## src/hw/rtl/sfc_pkg.sv

```systemverilog
// Shared types, constants and CRC helper for the serial frame checker.
package sfc_pkg;

  localparam logic [7:0]  START0_BYTE  = 8'hA5;
  localparam logic [7:0]  START1_BYTE  = 8'h5A;
  localparam logic [15:0] CRC_POLY     = 16'hA001;
  localparam logic [15:0] CRC_INIT     = 16'hFFFF;
  localparam logic [15:0] COUNT_MAX    = 16'hFFFF;
  localparam int unsigned HEADER_BYTES = 8;
  localparam int unsigned CRC_BYTES    = 2;

  // byte positions inside the header
  localparam logic [15:0] POS_START0 = 16'd0;
  localparam logic [15:0] POS_START1 = 16'd1;
  localparam logic [15:0] POS_DEST   = 16'd2;
  localparam logic [15:0] POS_SOURCE = 16'd3;
  localparam logic [15:0] POS_SEQ    = 16'd4;
  localparam logic [15:0] POS_CMD    = 16'd5;
  localparam logic [15:0] POS_LEN_LO = 16'd6;
  localparam logic [15:0] POS_LEN_HI = 16'd7;

  // configuration register indexes
  localparam logic [1:0] CFG_LOCAL_ADDR = 2'd0;
  localparam logic [1:0] CFG_PEER_ADDR  = 2'd1;
  localparam logic [1:0] CFG_EXP_CMD    = 2'd2;
  localparam logic [1:0] CFG_EXP_SEQ    = 2'd3;

  typedef enum logic [2:0] {
    VERDICT_OK        = 3'd0,
    VERDICT_SHORT     = 3'd1,
    VERDICT_BAD_START = 3'd2,
    VERDICT_ADDRESS   = 3'd3,
    VERDICT_SEQ_CMD   = 3'd4,
    VERDICT_TRUNCATED = 3'd5,
    VERDICT_CRC       = 3'd6,
    VERDICT_STATUS    = 3'd7
  } verdict_t;

  typedef struct packed {
    logic [7:0] local_address;
    logic [7:0] peer_address;
    logic [7:0] expected_command;
    logic [7:0] expected_sequence;
  } sfc_cfg_t;

  typedef struct packed {
    logic [7:0]  status_byte;
    logic [15:0] payload_length;
    logic [7:0]  frame_sequence;
    logic [7:0]  frame_command;
    verdict_t    verdict;
  } sfc_result_t;

  // CRC-16/MODBUS update with one byte, reflected
  function automatic logic [15:0] crc_feed(input logic [15:0] crc, input logic [7:0] b);
    logic [15:0] c;
    c = crc ^ {8'h00, b};
    for (int k = 0; k < 8; k++) begin
      if (c[0]) begin
        c = (c >> 1) ^ CRC_POLY;
      end else begin
        c = c >> 1;
      end
    end
    return c;
  endfunction

endpackage

```

## src/hw/rtl/sfc_frame_track.sv

```systemverilog
// Per-frame state: header capture, running CRC, byte count and verdict.
module sfc_frame_track
  import sfc_pkg::*;
(
  input  logic        clk,
  input  logic        rst_n,
  input  logic        step,       // registered beat is consumed this cycle
  input  logic [7:0]  rx_byte,
  input  logic        frame_end,
  input  sfc_cfg_t    cfg,
  output sfc_result_t res         // valid when step && frame_end
);

  logic [15:0] byte_count_r, byte_count_nxt, byte_count_upd;
  logic [15:0] crc_running_r, crc_running_nxt, crc_running_upd;
  logic [15:0] crc_end_r, crc_end_nxt, crc_end_upd;
  logic [15:0] crc_rx_r, crc_rx_nxt, crc_rx_upd;
  logic        start_ok_r, start_ok_nxt, start_ok_upd;
  logic [7:0]  dest_r, dest_nxt, dest_upd;
  logic [7:0]  source_r, source_nxt, source_upd;
  logic [7:0]  seq_r, seq_nxt, seq_upd;
  logic [7:0]  cmd_r, cmd_nxt, cmd_upd;
  logic [15:0] length_r, length_nxt, length_upd;
  logic [7:0]  first_r, first_nxt, first_upd;

  logic [16:0] pay_end;
  logic [16:0] idx_plus1;
  logic [17:0] need;
  logic        in_header;

  always_comb begin
    byte_count_upd  = byte_count_r;
    crc_running_upd = crc_running_r;
    crc_end_upd     = crc_end_r;
    crc_rx_upd      = crc_rx_r;
    start_ok_upd    = start_ok_r;
    dest_upd        = dest_r;
    source_upd      = source_r;
    seq_upd         = seq_r;
    cmd_upd         = cmd_r;
    length_upd      = length_r;
    first_upd       = first_r;
    in_header       = byte_count_r < 16'(HEADER_BYTES);
    idx_plus1       = {1'b0, byte_count_r} + 17'd1;
    pay_end         = 17'(HEADER_BYTES) + {1'b0, length_r};

    if (byte_count_r != COUNT_MAX) begin
      unique case (byte_count_r)
        POS_START0: start_ok_upd = (rx_byte == START0_BYTE);
        POS_START1: start_ok_upd = start_ok_r && (rx_byte == START1_BYTE);
        POS_DEST:   dest_upd     = rx_byte;
        POS_SOURCE: source_upd   = rx_byte;
        POS_SEQ:    seq_upd      = rx_byte;
        POS_CMD:    cmd_upd      = rx_byte;
        POS_LEN_LO: length_upd   = {length_r[15:8], rx_byte};
        POS_LEN_HI: length_upd   = {rx_byte, length_r[7:0]};
        default: ;
      endcase
      // payload end uses the length as just updated
      pay_end = 17'(HEADER_BYTES) + {1'b0, length_upd};

      if (byte_count_r >= POS_DEST && (in_header || {1'b0, byte_count_r} < pay_end)) begin
        crc_running_upd = crc_feed(crc_running_r, rx_byte);
        if (idx_plus1 == pay_end) begin
          crc_end_upd = crc_running_upd;
        end
      end
      if (byte_count_r == 16'(HEADER_BYTES) && length_upd != 16'd0) begin
        first_upd = rx_byte;
      end
      if (!in_header && {1'b0, byte_count_r} == pay_end) begin
        crc_rx_upd = {crc_rx_r[15:8], rx_byte};
      end
      if (!in_header && {2'b00, byte_count_r} == {1'b0, pay_end} + 18'd1) begin
        crc_rx_upd = {rx_byte, crc_rx_upd[7:0]};
      end
      byte_count_upd = byte_count_r + 16'd1;
    end

    need = 18'(HEADER_BYTES + CRC_BYTES) + {2'b00, length_upd};

    priority if (byte_count_upd < 16'(HEADER_BYTES + CRC_BYTES)) begin
      res.verdict = VERDICT_SHORT;
    end else if (!start_ok_upd) begin
      res.verdict = VERDICT_BAD_START;
    end else if (dest_upd != cfg.local_address || source_upd != cfg.peer_address) begin
      res.verdict = VERDICT_ADDRESS;
    end else if (seq_upd != cfg.expected_sequence || cmd_upd != cfg.expected_command) begin
      res.verdict = VERDICT_SEQ_CMD;
    end else if ({2'b00, byte_count_upd} < need) begin
      res.verdict = VERDICT_TRUNCATED;
    end else if (crc_rx_upd != crc_end_upd) begin
      res.verdict = VERDICT_CRC;
    end else if (length_upd != 16'd0 && first_upd != 8'd0) begin
      res.verdict = VERDICT_STATUS;
    end else begin
      res.verdict = VERDICT_OK;
    end
    res.frame_command  = cmd_upd;
    res.frame_sequence = seq_upd;
    res.payload_length = length_upd;
    res.status_byte    = (length_upd != 16'd0) ? first_upd : 8'd0;

    // next state: hold, advance, or clear after the last beat of a frame
    byte_count_nxt  = byte_count_r;
    crc_running_nxt = crc_running_r;
    crc_end_nxt     = crc_end_r;
    crc_rx_nxt      = crc_rx_r;
    start_ok_nxt    = start_ok_r;
    dest_nxt        = dest_r;
    source_nxt      = source_r;
    seq_nxt         = seq_r;
    cmd_nxt         = cmd_r;
    length_nxt      = length_r;
    first_nxt       = first_r;
    if (step && frame_end) begin
      byte_count_nxt  = 16'd0;
      crc_running_nxt = CRC_INIT;
      crc_end_nxt     = 16'd0;
      crc_rx_nxt      = 16'd0;
      start_ok_nxt    = 1'b1;
      dest_nxt        = 8'd0;
      source_nxt      = 8'd0;
      seq_nxt         = 8'd0;
      cmd_nxt         = 8'd0;
      length_nxt      = 16'd0;
      first_nxt       = 8'd0;
    end else if (step) begin
      byte_count_nxt  = byte_count_upd;
      crc_running_nxt = crc_running_upd;
      crc_end_nxt     = crc_end_upd;
      crc_rx_nxt      = crc_rx_upd;
      start_ok_nxt    = start_ok_upd;
      dest_nxt        = dest_upd;
      source_nxt      = source_upd;
      seq_nxt         = seq_upd;
      cmd_nxt         = cmd_upd;
      length_nxt      = length_upd;
      first_nxt       = first_upd;
    end
  end

  always_ff @(posedge clk) begin
    if (!rst_n) begin
      byte_count_r  <= 16'd0;
      crc_running_r <= CRC_INIT;
      crc_end_r     <= 16'd0;
      crc_rx_r      <= 16'd0;
      start_ok_r    <= 1'b1;
      dest_r        <= 8'd0;
      source_r      <= 8'd0;
      seq_r         <= 8'd0;
      cmd_r         <= 8'd0;
      length_r      <= 16'd0;
      first_r       <= 8'd0;
    end else begin
      byte_count_r  <= byte_count_nxt;
      crc_running_r <= crc_running_nxt;
      crc_end_r     <= crc_end_nxt;
      crc_rx_r      <= crc_rx_nxt;
      start_ok_r    <= start_ok_nxt;
      dest_r        <= dest_nxt;
      source_r      <= source_nxt;
      seq_r         <= seq_nxt;
      cmd_r         <= cmd_nxt;
      length_r      <= length_nxt;
      first_r       <= first_nxt;
    end
  end

  a_clear_after_end: assert property (@(posedge clk) disable iff (!rst_n)
    step && frame_end |=> byte_count_r == 16'd0 && crc_running_r == CRC_INIT)
    else $error("frame state not cleared after last beat");

  a_count_monotonic: assert property (@(posedge clk) disable iff (!rst_n)
    step && !frame_end |=> byte_count_r >= $past(byte_count_r))
    else $error("byte count went backwards inside a frame");

  a_crc_idle_in_start: assert property (@(posedge clk) disable iff (!rst_n)
    byte_count_r <= POS_DEST |-> crc_running_r == CRC_INIT)
    else $error("CRC moved during start bytes");

endmodule

```

## src/hw/rtl/serial_frame_checker_crc16.sv

```systemverilog
// Top level of the serial frame checker: stream ports, config registers, beat and result regs.
// Frame checker for A5 5A framed packets with a CRC-16/MODBUS trailer. One byte beat is
// accepted every clock while in_tready is high; the beat is registered, then the frame state
// (header capture, CRC over destination through payload, saturating byte count) is updated
// from the beat register when the beat is consumed, and on the beat flagged in_tlast the
// verdict goes to the result register, which drives out_*. Input only stalls when a last byte
// is waiting in the beat register and the previous verdict has not yet been taken on out_*.
// Configuration (addresses, expected command and sequence) is written through cfg_*; the user
// must write it only while no frame is in flight, which the block itself does not enforce.
module serial_frame_checker_crc16
  import sfc_pkg::*;
(
  input  logic        clk,
  input  logic        rst_n,
  input  logic        in_tvalid,
  output logic        in_tready,
  input  logic [7:0]  in_tdata,   // [7:0] rx_byte
  input  logic        in_tlast,   // frame_end
  output logic        out_tvalid,
  input  logic        out_tready,
  // [2:0] verdict, [10:3] frame_command, [18:11] frame_sequence,
  // [34:19] payload_length, [42:35] status_byte, [47:43] zero
  output logic [47:0] out_tdata,
  input  logic        cfg_we,
  input  logic [1:0]  cfg_addr,
  input  logic [7:0]  cfg_wdata
);

  sfc_cfg_t    cfg_r;
  logic        beat_vld_r;
  logic [7:0]  beat_byte_r;
  logic        beat_last_r;
  logic        out_vld_r;
  sfc_result_t out_res_r;
  sfc_result_t res;
  logic        step;

  // a non-final beat never needs the result slot
  assign step      = beat_vld_r && (!beat_last_r || !out_vld_r || out_tready);
  assign in_tready = !beat_vld_r || step;

  always_ff @(posedge clk) begin
    if (!rst_n) begin
      cfg_r.local_address     <= 8'd1;
      cfg_r.peer_address      <= 8'd2;
      cfg_r.expected_command  <= 8'd129;
      cfg_r.expected_sequence <= 8'd0;
    end else if (cfg_we) begin
      unique case (cfg_addr)
        CFG_LOCAL_ADDR: cfg_r.local_address     <= cfg_wdata;
        CFG_PEER_ADDR:  cfg_r.peer_address      <= cfg_wdata;
        CFG_EXP_CMD:    cfg_r.expected_command  <= cfg_wdata;
        CFG_EXP_SEQ:    cfg_r.expected_sequence <= cfg_wdata;
        default: ;
      endcase
    end
  end

  always_ff @(posedge clk) begin
    if (!rst_n) begin
      beat_vld_r <= 1'b0;
    end else if (in_tready) begin
      beat_vld_r <= in_tvalid;
    end
  end

  always_ff @(posedge clk) begin
    if (in_tready && in_tvalid) begin
      beat_byte_r <= in_tdata;
      beat_last_r <= in_tlast;
    end
  end

  sfc_frame_track u_track (
    .clk       (clk),
    .rst_n     (rst_n),
    .step      (step),
    .rx_byte   (beat_byte_r),
    .frame_end (beat_last_r),
    .cfg       (cfg_r),
    .res       (res)
  );

  always_ff @(posedge clk) begin
    if (!rst_n) begin
      out_vld_r <= 1'b0;
    end else if (step && beat_last_r) begin
      out_vld_r <= 1'b1;
    end else if (out_tready) begin
      out_vld_r <= 1'b0;
    end
  end

  always_ff @(posedge clk) begin
    if (step && beat_last_r) begin
      out_res_r <= res;
    end
  end

  assign out_tvalid = out_vld_r;
  assign out_tdata  = {5'd0, out_res_r};

endmodule
```

## config.mk

```make
export PLATFORM = sky130hd
export DESIGN_NAME = serial_frame_checker_crc16
export DESIGN_NICKNAME = d
export VERILOG_FILES = /design/src/hw/rtl/sfc_pkg.sv /design/src/hw/rtl/sfc_frame_track.sv /design/src/hw/rtl/serial_frame_checker_crc16.sv
export SDC_FILE = /design/constraint.sdc
export NUM_CORES = 1
export LEC_CHECK = 0
export BUFFER_PORTS_ARGS = -buffer_cell sky130_fd_sc_hd__buf_2
export CORE_AREA = 5 5 175 177
export DETAILED_ROUTE_END_ITERATION = 10
export DIE_AREA = 0 0 180 182
export GPL_TIMING_DRIVEN = 1
export RECOVER_POWER = 25
export SYNTH_ARGS = -nofsm -noshare
export SYNTH_HDL_FRONTEND = slang
export SYNTH_SLANG_ARGS = --single-unit
```

## constraint.sdc

```tcl
create_clock -name clk -period 10.5 [get_ports clk]
set_input_delay 0.525 -clock clk [delete_from_list [all_inputs] [get_ports clk]]
set_output_delay 0.525 -clock clk [all_outputs]
set_load 0.005 [all_outputs]
```

==> metrics <==
status completed; MaxCap Viol Count 0; Via-to-Cell Ratio 5.72; Max-slew headroom 0.226; RR Startpoint u_track.byte_count_r[10]; switching portion of total power 0.261; Cell Pwr Density 144 mW/mm2; kind of end point of the critical path flop; Setup-failing EPs final 0; Hold EP beat_byte_r[5]; worst hold margin 161 ps; Synth cell types 75; Reg2Reg Setup Slack 2250 ps; WP depth 24; leading area contributor after synthesis dfxtp_1; root buf cell clkbuf_16; Worst EP required 10,750 ps; CTS HTree Levels 1; Synth Warn # 0; most frequent cell after synthesis nand2_1; Synth Cell Area 0.0128 mm2; Placer Congestion 0.958; fraction of registers with async set/reset 0; die area 0.0328 mm2; Critical-path top delay cell nand3_1; Mapped Cells 1,457; hold buffers post-CTS 0; max frequency 0.121 GHz; overall routing resource usage 0.226; Hold Path Origin in_tdata[5]; Worst Reg2Reg Path Length in Cells 24; share of total power in the clock network 0.462; top post-synthesis cells by count 194 x nand2_1, 155 x dfxtp_1, 122 x nor2_1; area share of the largest cell type after synthesis 0.243; sequence of cells on the critical path or4_1 > nor4_4 > a22oi_1 > inv_1 > ha_1 > and3_1 > nand3_1 > xnor2_1 > inv_1 > ha_1 > o21a_1 > o21ai_0 > a311oi_1 > nor3_1 > a211o_1 > o211ai_1 > nor3_1 > nand3_1 > mux2i_1 > xnor2_1 > nor4_1 > o211ai_1 > nor4_1 > a311oi_1; Critical Path Source Type flop; Starting Density 0.438; Net Sw Power 535 uW; Worst-path clk slew 60 ps; Leak Pwr 5.60 nW; Final Critical Period 8250 ps; sequential cell area 0.00466 mm2; final hold vios 0; cts repair resizes 0; fin nets 1,542; area delta synth->final 11.5%; footprint of the multi-input gates 0.00748 mm2; Num CTS Buffers 25; Power, Total 2.05 mW; period utilization 0.786; Filler cells 2,782; VDD IR max 0.111 mV; Internal 1.51 mW; setup_tns 0 ps; hold path depth 1; share of post-route cells with drive strength above 1 0.0962; Combinational Power Share 0.120; Crit path largest cell delay 870 ps; Worst Path Class, Setup reg2reg; IO Port Bufs 68; I/O pin total 74; synth top area cells dfxtp_1 24%, edfxtp_1 12%, mux2i_1 9.4%; post-synthesis sequential area ratio 0.366; WP buf/inv 2; Core Footprint 0.0291 mm2; Setup Buffers After CTS 0; Die Span X 180 um; via count of the routed design 10,800; Clock Skews 22.9 ps; Avg Cell Area, Syn 8.75 um2; Post-synth EDFFs 52; number of global-route vias before repair 10,400; CP top delay family simple AND/OR/NAND/NOR gates; chip height 182 um; drt initial violations 897; drt wl/cell 20.3 um; residual DRC count 0; CTS sink cnt 207; n_diodes 0; final slew viol count 0; RSZ-0062 raised after global routing no; RR Endpoint out_tdata[2]; top_reg_cell synth dfxtp_1; first drt pass iteration count 7; Final ANT Viol Nets 0; largest net degree at the start of global routing 54; post-synthesis register bit count 207; first-pass GRT wire length 59,900 um; GRT Residual Overflow 0; Worst Path Max Fanout 21; initial antenna violation count 0; num rows 63; Seq pwr share 0.418; Post-DP HPWL 27,400 um; Worst Hold Class in2reg; CP arrival 8500 ps; Skew-Pair Late Insertion Delay 540 ps; Worst Max-Slew Pin Slew 1160 ps; TritonCTS clock tree built; Post-Route WL 38,300 um; Clock Path Buffers 3
## registers in the layout, summed over array words and instances, names as in the netlist
name,count
out_tdata,43
cfg_r,32
u_track.byte_count_r,16
u_track.crc_end_r,16
u_track.crc_running_r,16
u_track.crc_rx_r,16
u_track.length_r,16
beat_byte_r,8
u_track.cmd_r,8
u_track.dest_r,8
u_track.first_r,8
u_track.seq_r,8
u_track.source_r,8
beat_last_r,1
beat_vld_r,1
out_tvalid,1
u_track.start_ok_r,1
## final cells by class
| cell class | instances | area share |
|---|---|---|
| Clock buffer | 30 | 0.0482 |
| Clock inverter | 16 | 0.0154 |
| Inverter | 63 | 0.0166 |
| Multi-Input combinational cell | 1096 | 0.526 |
| Sequential cell | 207 | 0.328 |
| Tap cell | 390 | 0.0343 |
| Timing Repair Buffer | 85 | 0.0309 |
## metrics by stage
step / instances / util / setup WS [ps] / cell area [um2]
after floorplan: 1461 / - / 4530 / 12800
after global placement: 1841 / 0.459 / 2770 / 13300
after detailed placement: 1841 / 0.459 / 2380 / 13300
after CTS: 1887 / 0.490 / 2350 / 14200
after global routing: 1887 / 0.489 / 1650 / 14200
final: 1887 / 0.489 / 2250 / 14200
## power by group through the flow
| stage | clock, mW | sequential [mW] | combinational, mW |
|---|---|---|---|
| after floorplan | 0 | 0.870 | 0.169 |
| after global placement | 0 | 0.873 | 0.243 |
| final | 0.948 | 0.857 | 0.246 |
| after CTS | 0.968 | 0.856 | 0.245 |
| after detailed placement | 0 | 0.874 | 0.244 |
| after global routing | 1.00 | 0.859 | 0.268 |
## layout by cell type (no fill, tap or decap), types with 18 or more instances in the layout
master     synthesis  layout
clkbuf_16          0      26
buf_2              5      48
nand4_1           32      32
nor3_1            23      23
nand3_1           41      41
xor2_1            53      53
nor2_1           122     121
mux2i_1          120     120
nand2_1          194     194
nor4_1            27      26
o21ai_0           26      26
a21boi_0          18      18
clkbuf_1          70      23
dfxtp_1          155     155
nor2b_1           22      21
edfxtp_1          52      52
a21oi_1           59      59
xnor2_1           95      95
a211oi_1          40      39
ha_1              40      40
inv_1             57      57
## cell families after synthesis
family / synth area share
AO/OA/AOI/OAI: 0.127
XOR/XNOR: 0.112
adder cells (fa/ha/maj): 0.0393
buffers and inverters: 0.0511
flip-flops: 0.366
multiplexers: 0.0960
other: 0.000294
AND/OR/NAND/NOR: 0.209
## how the worst max path moves through the flow
stage,start,end,slack (ps)
5_1_grt,u_track.byte_count_r[1],out_tdata[2],1650
3_5_place_dp,u_track.byte_count_r[10],out_tdata[2],2380
3_3_place_gp,u_track.byte_count_r[10],out_tdata[2],2770
4_1_cts,u_track.byte_count_r[10],out_tdata[2],2350
2_1_floorplan,u_track.byte_count_r[11],out_tdata[0],4530
6_report,u_track.byte_count_r[10],out_tdata[2],2250
## per-layer routing
| metal | share of wire | GRT usage | vias up |
|---|---|---|---|
| met5 | 0 | 0 | - |
| met4 | 0.031 | 0.0704 | 0 |
| met3 | 0.060 | 0.0280 | 77 |
| met2 | 0.46 | 0.373 | 367 |
| met1 | 0.45 | 0.310 | 5175 |
| li1 | - | - | 5184 |
Note: power is estimated with default switching activity, not from simulation.
